### src/hdl/rtm_pkg.sv
// Shared types, constants and helpers for the row-times-matrix MAC core.
`default_nettype none

package rtm_pkg;

    localparam int VAL_W       = 32;  // matrix entry and sum width
    localparam int IDX_W       = 3;   // row, column and result column index width
    localparam int CFG_W       = 4;   // configuration register width
    localparam int RESULT_CAP  = 8;   // most results one row can emit
    localparam int DEF_MAX_DIM = 8;

    localparam logic OP_LOAD   = 1'b0;
    localparam logic OP_STREAM = 1'b1;

    localparam logic CFG_INNER_LEN = 1'b0;
    localparam logic CFG_OUT_COLS  = 1'b1;

    localparam logic [CFG_W-1:0] INNER_LEN_RST = 4'd8;
    localparam logic [CFG_W-1:0] OUT_COLS_RST  = 4'd8;

    typedef enum logic [1:0] {
        SEQ_IDLE,
        SEQ_RUN,
        SEQ_DRAIN
    } seq_state_t;

    // One column step handed from the sequencer to the MAC pipeline.
    typedef struct packed {
        logic             valid;
        logic [IDX_W-1:0] col;
        logic             emit;   // final position of the row: output and clear
        logic             last;   // final column of the row
    } issue_t;

    typedef struct packed {
        logic s1_valid;
        logic s2_valid;
    } pipe_status_t;

    function automatic logic [CFG_W-1:0] clamp_dim(input logic [CFG_W-1:0] v,
                                                   input logic [CFG_W-1:0] top);
        logic [CFG_W-1:0] r;
        r = v;
        if (v == '0)
            r = 4'd1;
        else if (v > top)
            r = top;
        return r;
    endfunction

endpackage

`default_nettype wire

### src/hdl/rtm_store.sv
// Right-matrix store: one write port, one registered read port.
`default_nettype none

module rtm_store #(
    parameter int DEPTH = 64,
    parameter int AW    = 6
) (
    input  wire                      clk,
    input  wire                      we,
    input  wire  [AW-1:0]            waddr,
    input  wire  [rtm_pkg::VAL_W-1:0] wdata,
    input  wire                      re,
    input  wire  [AW-1:0]            raddr,
    output logic [rtm_pkg::VAL_W-1:0] rdata
);
    import rtm_pkg::*;

    logic [VAL_W-1:0] mem [DEPTH];
    logic [VAL_W-1:0] rdata_reg;

    always_ff @(posedge clk)
    begin
        if (we)
            mem[waddr] <= wdata;
        if (re)
            rdata_reg <= mem[raddr];
    end

    assign rdata = rdata_reg;

endmodule

`default_nettype wire

### src/hdl/rtm_seq.sv
// Sequencer: decodes commands, writes loads, sweeps columns for a streamed element.
`default_nettype none

module rtm_seq #(
    parameter int MAX_DIM = rtm_pkg::DEF_MAX_DIM,
    parameter int AW      = 6
) (
    input  wire                          clk,
    input  wire                          rst_n,
    input  wire                          start,
    input  wire                          opcode,
    input  wire  [rtm_pkg::IDX_W-1:0]    row_index,
    input  wire  [rtm_pkg::IDX_W-1:0]    col_index,
    input  wire  [rtm_pkg::CFG_W-1:0]    inner_len,
    input  wire  [rtm_pkg::CFG_W-1:0]    out_cols,
    input  rtm_pkg::pipe_status_t        pipe,
    output logic                         busy,
    output logic                         value_load,
    output logic                         store_we,
    output logic [AW-1:0]                store_waddr,
    output logic [AW-1:0]                store_raddr,
    output rtm_pkg::issue_t              issue
);
    import rtm_pkg::*;

    localparam int DIM_TOP = (MAX_DIM < RESULT_CAP) ? MAX_DIM : RESULT_CAP;
    localparam int DCW     = 5;   // holds MAX_DIM up to 31

    seq_state_t        state_reg, state_next;
    logic [IDX_W-1:0]  cnt_reg, cnt_next;
    logic [IDX_W-1:0]  row_reg, row_next;
    logic [CFG_W-1:0]  ncols_reg, ncols_next;
    logic              emit_reg, emit_next;

    logic [CFG_W-1:0]  inner;
    logic [CFG_W-1:0]  ncols;
    logic              accept;
    logic              load_ok;
    logic              col_last;

    assign inner  = clamp_dim(inner_len, CFG_W'(DIM_TOP));
    assign ncols  = clamp_dim(out_cols, CFG_W'(DIM_TOP));
    assign busy   = (state_reg != SEQ_IDLE);
    assign accept = start && !busy;

    assign load_ok = (DCW'(row_index) < DCW'(MAX_DIM)) && (DCW'(col_index) < DCW'(MAX_DIM));
    assign store_we    = accept && (opcode == OP_LOAD) && load_ok;
    assign store_waddr = AW'(row_index) * AW'(MAX_DIM) + AW'(col_index);
    assign store_raddr = AW'(row_reg) * AW'(MAX_DIM) + AW'(cnt_reg);

    assign col_last = ({1'b0, cnt_reg} == (ncols_reg - 4'd1));

    always_ff @(posedge clk or negedge rst_n)
    begin
        if (!rst_n)
        begin
            state_reg <= SEQ_IDLE;
            cnt_reg   <= '0;
            row_reg   <= '0;
            ncols_reg <= 4'd1;
            emit_reg  <= 1'b0;
        end
        else
        begin
            state_reg <= state_next;
            cnt_reg   <= cnt_next;
            row_reg   <= row_next;
            ncols_reg <= ncols_next;
            emit_reg  <= emit_next;
        end
    end

    always_comb
    begin
        state_next  = state_reg;
        cnt_next    = cnt_reg;
        row_next    = row_reg;
        ncols_next  = ncols_reg;
        emit_next   = emit_reg;
        value_load  = 1'b0;
        issue       = '0;
        case (state_reg)
            SEQ_IDLE:
            begin
                // positions past the inner length are taken and dropped
                if (accept && (opcode == OP_STREAM) && ({1'b0, row_index} < inner))
                begin
                    state_next = SEQ_RUN;
                    cnt_next   = '0;
                    row_next   = row_index;
                    ncols_next = ncols;
                    emit_next  = ({1'b0, row_index} == (inner - 4'd1));
                    value_load = 1'b1;
                end
            end
            SEQ_RUN:
            begin
                issue.valid = 1'b1;
                issue.col   = cnt_reg;
                issue.emit  = emit_reg;
                issue.last  = col_last;
                cnt_next    = cnt_reg + 3'd1;
                if (col_last)
                    state_next = SEQ_DRAIN;
            end
            SEQ_DRAIN:
            begin
                // last column retires from stage 2 on the edge that ends this wait
                if (!pipe.s1_valid)
                    state_next = SEQ_IDLE;
            end
            default:
            begin
                state_next = SEQ_IDLE;
            end
        endcase
    end

    assert property (@(posedge clk) disable iff (!rst_n)
        (state_reg == SEQ_RUN) |-> ({1'b0, cnt_reg} < ncols_reg))
        else $error("column counter ran past the column count");

    assert property (@(posedge clk) disable iff (!rst_n)
        (state_reg == SEQ_RUN && col_last) |=> (state_reg == SEQ_DRAIN))
        else $error("sweep did not drain after the final column");

    assert property (@(posedge clk) disable iff (!rst_n)
        (state_reg == SEQ_DRAIN) |-> !issue.valid)
        else $error("column issued while draining");

endmodule

`default_nettype wire

### src/hdl/rtm_mac.sv
// Shared multiply-accumulate unit with the column sums and the result register.
`default_nettype none

module rtm_mac #(
    parameter int MAX_DIM = rtm_pkg::DEF_MAX_DIM
) (
    input  wire                          clk,
    input  wire                          rst_n,
    input  wire                          value_load,
    input  wire  [rtm_pkg::VAL_W-1:0]    value,
    input  rtm_pkg::issue_t              issue,
    input  wire  [rtm_pkg::VAL_W-1:0]    rdata,
    output rtm_pkg::pipe_status_t        pipe,
    output logic                         result_strobe,
    output logic [rtm_pkg::VAL_W-1:0]    dot_value,
    output logic [rtm_pkg::IDX_W-1:0]    out_col,
    output logic                         last
);
    import rtm_pkg::*;

    localparam int DIM_TOP = (MAX_DIM < RESULT_CAP) ? MAX_DIM : RESULT_CAP;
    localparam int SUM_IW  = (DIM_TOP > 1) ? $clog2(DIM_TOP) : 1;

    issue_t            s1_reg;
    issue_t            s2_reg;
    logic [VAL_W-1:0]  value_reg;
    logic [VAL_W-1:0]  prod_reg;
    logic [VAL_W-1:0]  prod_next;
    logic [VAL_W-1:0]  sum_next;
    logic [VAL_W-1:0]  sums_reg [DIM_TOP];
    logic [SUM_IW-1:0] sum_idx;

    logic              strobe_reg;
    logic [VAL_W-1:0]  dot_value_reg;
    logic [IDX_W-1:0]  out_col_reg;
    logic              last_reg;

    // low word of the product is the same for signed and unsigned operands
    assign prod_next = value_reg * rdata;
    assign sum_idx   = s2_reg.col[SUM_IW-1:0];
    assign sum_next  = sums_reg[sum_idx] + prod_reg;

    always_ff @(posedge clk or negedge rst_n)
    begin
        if (!rst_n)
        begin
            s1_reg     <= '0;
            s2_reg     <= '0;
            strobe_reg <= 1'b0;
            for (int i = 0; i < DIM_TOP; i++)
                sums_reg[i] <= '0;
        end
        else
        begin
            s1_reg     <= issue;
            s2_reg     <= s1_reg;
            strobe_reg <= s2_reg.valid && s2_reg.emit;
            if (s2_reg.valid && s2_reg.emit && s2_reg.last)
            begin
                // row done: every sum restarts, also columns past the count in use
                for (int i = 0; i < DIM_TOP; i++)
                    sums_reg[i] <= '0;
            end
            else if (s2_reg.valid)
                sums_reg[sum_idx] <= s2_reg.emit ? '0 : sum_next;
        end
    end

    always_ff @(posedge clk)
    begin
        if (value_load)
            value_reg <= value;
        prod_reg      <= prod_next;
        dot_value_reg <= sum_next;
        out_col_reg   <= s2_reg.col;
        last_reg      <= s2_reg.last;
    end

    assign pipe.s1_valid = s1_reg.valid;
    assign pipe.s2_valid = s2_reg.valid;
    assign result_strobe = strobe_reg;
    assign dot_value     = dot_value_reg;
    assign out_col       = out_col_reg;
    assign last          = last_reg;

    assert property (@(posedge clk) disable iff (!rst_n)
        (s2_reg.valid && s2_reg.emit) |=> (sums_reg[$past(sum_idx)] == '0))
        else $error("column sum not cleared after its result");

    assert property (@(posedge clk) disable iff (!rst_n)
        s1_reg.valid |=> (s2_reg.col == $past(s1_reg.col)))
        else $error("column lost between MAC stages");

    assert property (@(posedge clk) disable iff (!rst_n)
        (s2_reg.valid && !s2_reg.last) |-> s1_reg.valid)
        else $error("gap inside a column sweep");

endmodule

`default_nettype wire

### src/hdl/row_times_matrix_mac_core.sv
// Top level of the row-times-matrix MAC core: config registers and block wiring.
`default_nettype none

// Integer matrix product engine. Load the right-hand matrix with opcode 0
// (one entry per transfer; a load leaves busy low), then stream left-row
// elements with opcode 1. A streamed element keeps busy high while one
// shared 32x32 multiply-accumulate sweeps the output columns, one column
// per cycle, behind the store's registered read, and while it drains. When
// the element sits at the final position of the row, the row's results leave
// one per cycle on result_strobe, last set on the final column; the receiver
// cannot stall them. Sums wrap to 32 bits. Elements at positions past the
// inner length are taken and dropped.
// Write inner_len and out_cols only while idle.
module row_times_matrix_mac_core #(
    parameter int MAX_DIM = rtm_pkg::DEF_MAX_DIM
) (
    input  wire                          clk,
    input  wire                          rst_n,
    input  wire                          start,
    output logic                         busy,
    input  wire                          opcode,
    input  wire  [rtm_pkg::IDX_W-1:0]    row_index,
    input  wire  [rtm_pkg::IDX_W-1:0]    col_index,
    input  wire  signed [rtm_pkg::VAL_W-1:0] value,
    output logic                         result_strobe,
    output logic signed [rtm_pkg::VAL_W-1:0] dot_value,
    output logic [rtm_pkg::IDX_W-1:0]    out_col,
    output logic                         last,
    input  wire                          cfg_we,
    input  wire                          cfg_index,
    input  wire  [rtm_pkg::CFG_W-1:0]    cfg_data
);
    import rtm_pkg::*;

    localparam int DEPTH = MAX_DIM * MAX_DIM;
    localparam int AW    = (DEPTH > 1) ? $clog2(DEPTH) : 1;

    logic [CFG_W-1:0] inner_len_reg;
    logic [CFG_W-1:0] out_cols_reg;

    logic             value_load;
    logic             store_we;
    logic [AW-1:0]    store_waddr;
    logic [AW-1:0]    store_raddr;
    logic [VAL_W-1:0] rdata;
    logic [VAL_W-1:0] dot_value_u;
    issue_t           issue;
    pipe_status_t     pipe;

    always_ff @(posedge clk or negedge rst_n)
    begin
        if (!rst_n)
        begin
            inner_len_reg <= INNER_LEN_RST;
            out_cols_reg  <= OUT_COLS_RST;
        end
        else if (cfg_we)
        begin
            case (cfg_index)
                CFG_INNER_LEN: inner_len_reg <= cfg_data;
                CFG_OUT_COLS:  out_cols_reg  <= cfg_data;
                default:       ;
            endcase
        end
    end

    rtm_seq #(
        .MAX_DIM (MAX_DIM),
        .AW      (AW)
    ) u_seq (
        .clk         (clk),
        .rst_n       (rst_n),
        .start       (start),
        .opcode      (opcode),
        .row_index   (row_index),
        .col_index   (col_index),
        .inner_len   (inner_len_reg),
        .out_cols    (out_cols_reg),
        .pipe        (pipe),
        .busy        (busy),
        .value_load  (value_load),
        .store_we    (store_we),
        .store_waddr (store_waddr),
        .store_raddr (store_raddr),
        .issue       (issue)
    );

    rtm_store #(
        .DEPTH (DEPTH),
        .AW    (AW)
    ) u_store (
        .clk   (clk),
        .we    (store_we),
        .waddr (store_waddr),
        .wdata (value),
        .re    (issue.valid),
        .raddr (store_raddr),
        .rdata (rdata)
    );

    rtm_mac #(
        .MAX_DIM (MAX_DIM)
    ) u_mac (
        .clk           (clk),
        .rst_n         (rst_n),
        .value_load    (value_load),
        .value         (value),
        .issue         (issue),
        .rdata         (rdata),
        .pipe          (pipe),
        .result_strobe (result_strobe),
        .dot_value     (dot_value_u),
        .out_col       (out_col),
        .last          (last)
    );

    assign dot_value = dot_value_u;

    assert property (@(posedge clk) disable iff (!rst_n)
        (start && !busy && opcode == OP_LOAD) |=> !busy)
        else $error("load transfer left the block busy");

    assert property (@(posedge clk) disable iff (!rst_n)
        result_strobe |-> $past(busy))
        else $error("result without a streamed element in flight");

    assert property (@(posedge clk) disable iff (!rst_n)
        (result_strobe && last) |=> !result_strobe)
        else $error("result after the final column");

    assert property (@(posedge clk) disable iff (!rst_n)
        (result_strobe && !last) |=>
            (result_strobe && out_col == 3'($past(out_col) + 3'd1)))
        else $error("result row broken or out of column order");

endmodule

`default_nettype wire

### config.mk
export PLATFORM = sky130hd
export DESIGN_NAME = row_times_matrix_mac_core
export DESIGN_NICKNAME = d
export VERILOG_FILES = /design/src/hdl/rtm_pkg.sv /design/src/hdl/rtm_store.sv /design/src/hdl/rtm_seq.sv /design/src/hdl/rtm_mac.sv /design/src/hdl/row_times_matrix_mac_core.sv
export SDC_FILE = /design/constraint.sdc
export NUM_CORES = 2
export LEC_CHECK = 0
export BUFFER_PORTS_ARGS = -buffer_cell sky130_fd_sc_hd__buf_2
export CORE_MARGIN = 4
export CORE_UTILIZATION = 57
export CTS_BUF_LIST = sky130_fd_sc_hd__clkbuf_8 sky130_fd_sc_hd__clkbuf_16
export CTS_CLUSTER_DIAMETER = 50
export DETAILED_ROUTE_END_ITERATION = 10
export PLACE_DENSITY = 0.8
export SKIP_LAST_GASP = 1
export SLEW_MARGIN = 20
export SYNTH_ARGS = -nofsm -noshare
export SYNTH_HDL_FRONTEND = slang
export SYNTH_HIERARCHICAL = 1
export SYNTH_SLANG_ARGS = --single-unit
### constraint.sdc
create_clock -name clk -period 10.66 [get_ports clk]
set_input_delay 2.132 -clock clk [delete_from_list [all_inputs] [get_ports clk]]
set_output_delay 2.132 -clock clk [all_outputs]
set_load 0.1 [all_outputs]
# --- Word level (Yosys, flattened, before mapping) ---
# Memory sizes are Yosys's and may differ from the RTL's. A register that Yosys moved wholly into a read port is not among the register bits.
# Cells that the tools add are included.
# Widths: inputs -> output; s select.
totals:
  register_bits: 390
  mem_bits_rw: 2048
  input_bits: 48
  out_inout_bits: 38
  mem_count: 1
op_classes:
  add_sub_neg: 6
  multipliers: 1
  magnitude_cmp: 5
  n_eq_ne: 7
  mux: 24
  n_bitwise: 3
  n_reduce_logical: 19
mem_list:
  columns: ["memory", "depth", "width", "read_ports", "rd_ports_with_merged_regs", "wr", "line", "text"]
  rows:
  - ["u_store.mem", 64, 32, 1, 1, 1, "rtm_store.sv:18", "logic [VAL_W-1:0] mem [DEPTH];"]
op_table:
  columns: ["op", "n"]
  rows:
  - ["$mux 256", 2]
  - ["$bwmux 256", 1]
  - ["$mux 32", 4]
  - ["$bmux 32 s3", 1]
  - ["$demux 32 s3", 1]
  - ["$add 32x32->32", 1]
  - ["$mul 32x32->32", 1]
  - ["$mux 4", 4]
  - ["$add 6x3->6", 2]
  - ["$eq 3x4->1", 2]
  - ["$gt 4x4->1 const B", 2]
  - ["$logic_not 4->1", 2]
  - ["$reduce_and 2->1", 4]
  - ["$sub 4x1->4 const B", 2]
  - ["$logic_and 1x1->1", 7]
  - ["$mux 2", 3]
  - ["$mux 6", 1]
  - ["$pmux 2 s3", 1]
  - ["$pmux 3 s2", 1]
  - ["$reduce_bool 2->1", 3]
  - ["$ge 4x4->1 const B", 1]
  - ["$lt 3x4->1", 1]
  - ["$lt 4x1->1 const B", 1]
  - ["$mux 1", 4]
  - ["other kinds (11)", 13]

# --- Depth between registers and ports, before layout ---
depth:
  word_depth: 9
  mapped_depth: 26

# --- Cells and area by module ---
# The synthesis kept the hierarchy.
modules_own_cells:
  columns: ["module", "instances", "cells_each", "area_each_um2", "seq_area_each_um2"]
  rows:
  - ["rtm_store", 1, 3324, 78835.6, 62459.9]
  - ["rtm_mac", 1, 3019, 30847.1, 9053.7]
  - ["rtm_seq", 1, 87, 878.3, 326.6]
  - ["row_times_matrix_mac_core", 1, 18, 327.8, 202.7]

# --- Worst setup path after synthesis ---
# No wires, ideal clock.
synth_path:
  path_type: "register to register"
  startpoint: "register u_mac.value_reg[12]"
  endpoint: "register u_mac.prod_reg[25]"
  arrival_ns: 6.727
  setup_slack_ns: 3.827
  stages_incl_launch_ff: 24
  period_less_slack_ns: 6.833
  path_cell_list: "edfxtp_1 clkbuf_1 clkbuf_1 and2_1 fa_1 fa_1 fa_1 inv_1 fa_1 inv_1 fa_1 inv_1 fa_1 inv_1 fa_1 fa_1 ha_1 a2111oi_0 o21ai_0 o311ai_0 o21ai_0 a21o_1 a21o_1 o311ai_0"
synth_between:
  elab_chain_len: 1
synth_lines:
  columns: ["item", "line", "text"]
  rows:
  - ["start: declaration", "rtm_mac.sv:26", "logic [VAL_W-1:0] value_reg;"]
  - ["start signal: assignment", "rtm_mac.sv:72", "value_reg <= value;"]
  - ["$mul 32x32->32", "rtm_mac.sv:39", "assign prod_next = value_reg * rdata;"]
  - ["net u_mac.prod_next[25]", "rtm_mac.sv:28", "logic [VAL_W-1:0] prod_next;"]
  - ["end signal: assignment", "rtm_mac.sv:73", "prod_reg <= prod_next;"]
  - ["end: declaration", "rtm_mac.sv:27", "logic [VAL_W-1:0] prod_reg;"]
# The timed path passes the listed nets, and every way through them passes these cells.
# A chain may end at the register's enable or synchronous reset.

# --- Worst setup path in the final report ---
layout_path:
  startpoint: "register u_store.rdata_reg[2], in the netlist u_store/rdata[2] (read register of u_store.mem)"
  endpoint: "register u_mac.prod_reg[25]"
layout_between:
  elab_chain_len: 1
layout_lines:
  columns: ["item", "line", "text"]
  rows:
  - ["start: declaration", "rtm_store.sv:19", "logic [VAL_W-1:0] rdata_reg;"]
  - ["$mul 32x32->32", "rtm_mac.sv:39", null]
  - ["net u_mac.prod_next[25]", "rtm_mac.sv:28", null]
# The timed path passes the listed nets, and every way through them passes these cells.

==> impl_metrics.csv <==
group,metric,value,unit
layout,drive_above_1_share,0.1913,
clocking,clock_latency,0.93,ns
timing,max_freq,0.1317,GHz
timing,period_needed,7.593,ns
floorplan,core_area,0.1930,mm²
worst_setup_path,crit_top_cell,"fa_1",
synthesis,syn-num-nets,7064,
layout,fin_nets,7189,
floorplan,die_area,0.2017,mm²
drt,drc_errors,0,
floorplan,start_util,0.5746,
layout,largest_register_ff_count,2048,
grt,grt_max_degree,114,
floorplan,ios,86,
clocking,cts_setup_buffers,0,
timing,finalSetupViolCount,0,
synthesis,syn_area,0.1109,mm²
clocking,clk_pin_slew,0.06,ns
clocking,numCtsBuffers,241,
timing,finClkSkew,0.1087,ns
worst_setup_path,crit_slowest_cell,"edfxtp_1",
grt,track_usage,0.3156,
grt,grt-ovfl-total,0,
clocking,cts-hold-fix-buffers,0,
place,dp_hpwl,174000,µm
place,place_congestion,0.9098,
synthesis,syn_inst,6447,
floorplan,dieHeight,449.1,µm
outcome,status,"complete, no violations",
timing,finalCritPeriodShare,0.7123,
drt,drt_iter0_markers,10070,
worst_setup_path,required,11.37,ns
worst_setup_path,cp.arrival,8.30,ns
worst_setup_path,setup.worst_path.class,"flip-flop to flip-flop",
clocking,cts_resized,0,
clocking,cts_max_level,4,
worst_setup_path,start_kind,"flip-flop",
drt,met3WireLength,37910,µm
drt,met2_length,151600,µm
drt,vias_per_cell,6.893,
clocking,cts_tree,"built",
drt,wl_per_cell,34.08,µm
clocking,ctsLongestPathBuffers,3,
worst_setup_path,max_stage_delay,1.08,ns
clocking,cts_sinks,2470,
timing,worstMarginPinSlew,1.207,ns
timing,finalSetupTns,0,ns
timing,hold_violations,0,
worst_setup_path,critPathMaxFanout,30,
place,io_buffers,85,
floorplan,std_cell_rows,161,
timing,relSlewSlack,0.1899,
layout,area_growth,10.89,%
drt,routed_wirelength,317500,µm
grt,grt_pass1_vias,66140,
timing,grt_setup_unrepaired,"false",
drt,dr.max_layer_used,"met5",
worst_setup_path,path_cells,"and2_1 > fa_1 > inv_1 > fa_1 > fa_1 > fa_1 > inv_1 > fa_1 > inv_1 > fa_1 > inv_1 > fa_1 > fa_1 > ha_1 > a2111oi_0 > o21ai_0 > o311ai_0 > o21ai_0 > a21o_1 > a21o_1 > o311ai_0",
clocking,root_buffer,"clkbuf_16",
timing,slew_violations,0,
drt,dr.pass1.iters,6,
worst_hold_path,hold_path_class,"flip-flop to flip-flop",
worst_setup_path,cp-end-kind,"flip-flop",
synthesis,yosysWarnings,6,
job,drv_cap,0,
layout,fillers,12420,
synthesis,avgSynthCellArea,17.20,µm²
drt,antenna_left,0,
grt,antenna_found_initial,21,
drt,num_vias,64230,
floorplan,die_w,449.1,µm
grt,grt_pass1_wl,464100,µm
drt,wirelength_met1,105500,µm
## area by class of cell
| cell class | count | area (µm²) | share of cell area |
|---|---|---|---|
| Antenna cell | 8 | 20.02 | 0.0001628 |
| Clock buffer | 250 | 6177 | 0.05024 |
| Clock inverter | 205 | 1947 | 0.01583 |
| Inverter | 405 | 1520 | 0.01236 |
| Multi-Input combinational cell | 3192 | 36230 | 0.2947 |
| Sequential cell | 2470 | 72060 | 0.5861 |
| Tap cell | 2526 | 3161 | 0.02570 |
| Timing Repair Buffer | 262 | 1842 | 0.01498 |
## metal layers
metal  global-route usage  vias up
met3              0.06586     1135
met2               0.4994     5536
met5                    0        -
met4               0.1765        6
li1                     -    24760
met1               0.4134    32790
## final timing paths
check,start,to,slack [ns],cells past startpoint
setup / recovery,u_store/rdata[2]$_DFFE_PP_,u_mac/prod_reg[25]$_DFF_P_,3.07,21
hold / removal,u_mac/s1_reg[2]$_DFF_PN0_,u_mac/sum_idx[0]$_DFF_PN0_,0.35,0
setup reg to reg,u_store/rdata[2]$_DFFE_PP_,u_mac/prod_reg[25]$_DFF_P_,3.07,21
hold reg to reg,u_mac/s1_reg[2]$_DFF_PN0_,u_mac/sum_idx[0]$_DFF_PN0_,0.35,0
max in group asynchronous,rst_n,u_mac/sums_reg[186]$_DFFE_PN0P_,7.56,4
min in group asynchronous,rst_n,u_mac/sums_reg[166]$_DFFE_PN0P_,1.26,1
## cells in the final DEF, fill, tap and decap left out, types with 68 or more instances in the layout
cell       count
a22oi_1      141
clkbuf_16    243
buf_2         84
fa_1         409
nor2_1       140
edfxtp_1    2112
and2_1       334
a22o_1       192
dfrtp_1      283
ha_1         160
dfxtp_1       68
xnor2_1       84
buf_4        171
mux2i_1       97
mux4_2       544
o22ai_1       85
nand2_1      328
inv_1        452
a21oi_1      118
o21ai_0       69
## worst max-delay path: cells and delay by family (launching register included)
kind	cells	cell delay, ns
DFF	1	1.08
and+or+nand+nor	1	0.28
AOI/OAI and AO/OA	7	1.74
adders and majority gates	9	4.12
buffers and inverters	4	0.23
## stage by stage
step,hold slack (ns),util,instances,setup slack [ns],area (µm²)
2_1_floorplan,0.3312,-,6447,3.827,110900
3_3_place_gp,0.3323,0.5944,8853,3.161,114700
3_5_place_dp,0.3358,0.5946,8854,3.093,114700
4_1_cts,0.3477,0.6367,9309,3.075,122900
5_1_grt,0.3499,0.6370,9312,2.639,122900
6_report,0.3450,0.6371,9318,3.067,123000
Power is not shown: default switching activity piles up to over one toggle a cycle in this logic, so the estimate is an artifact.
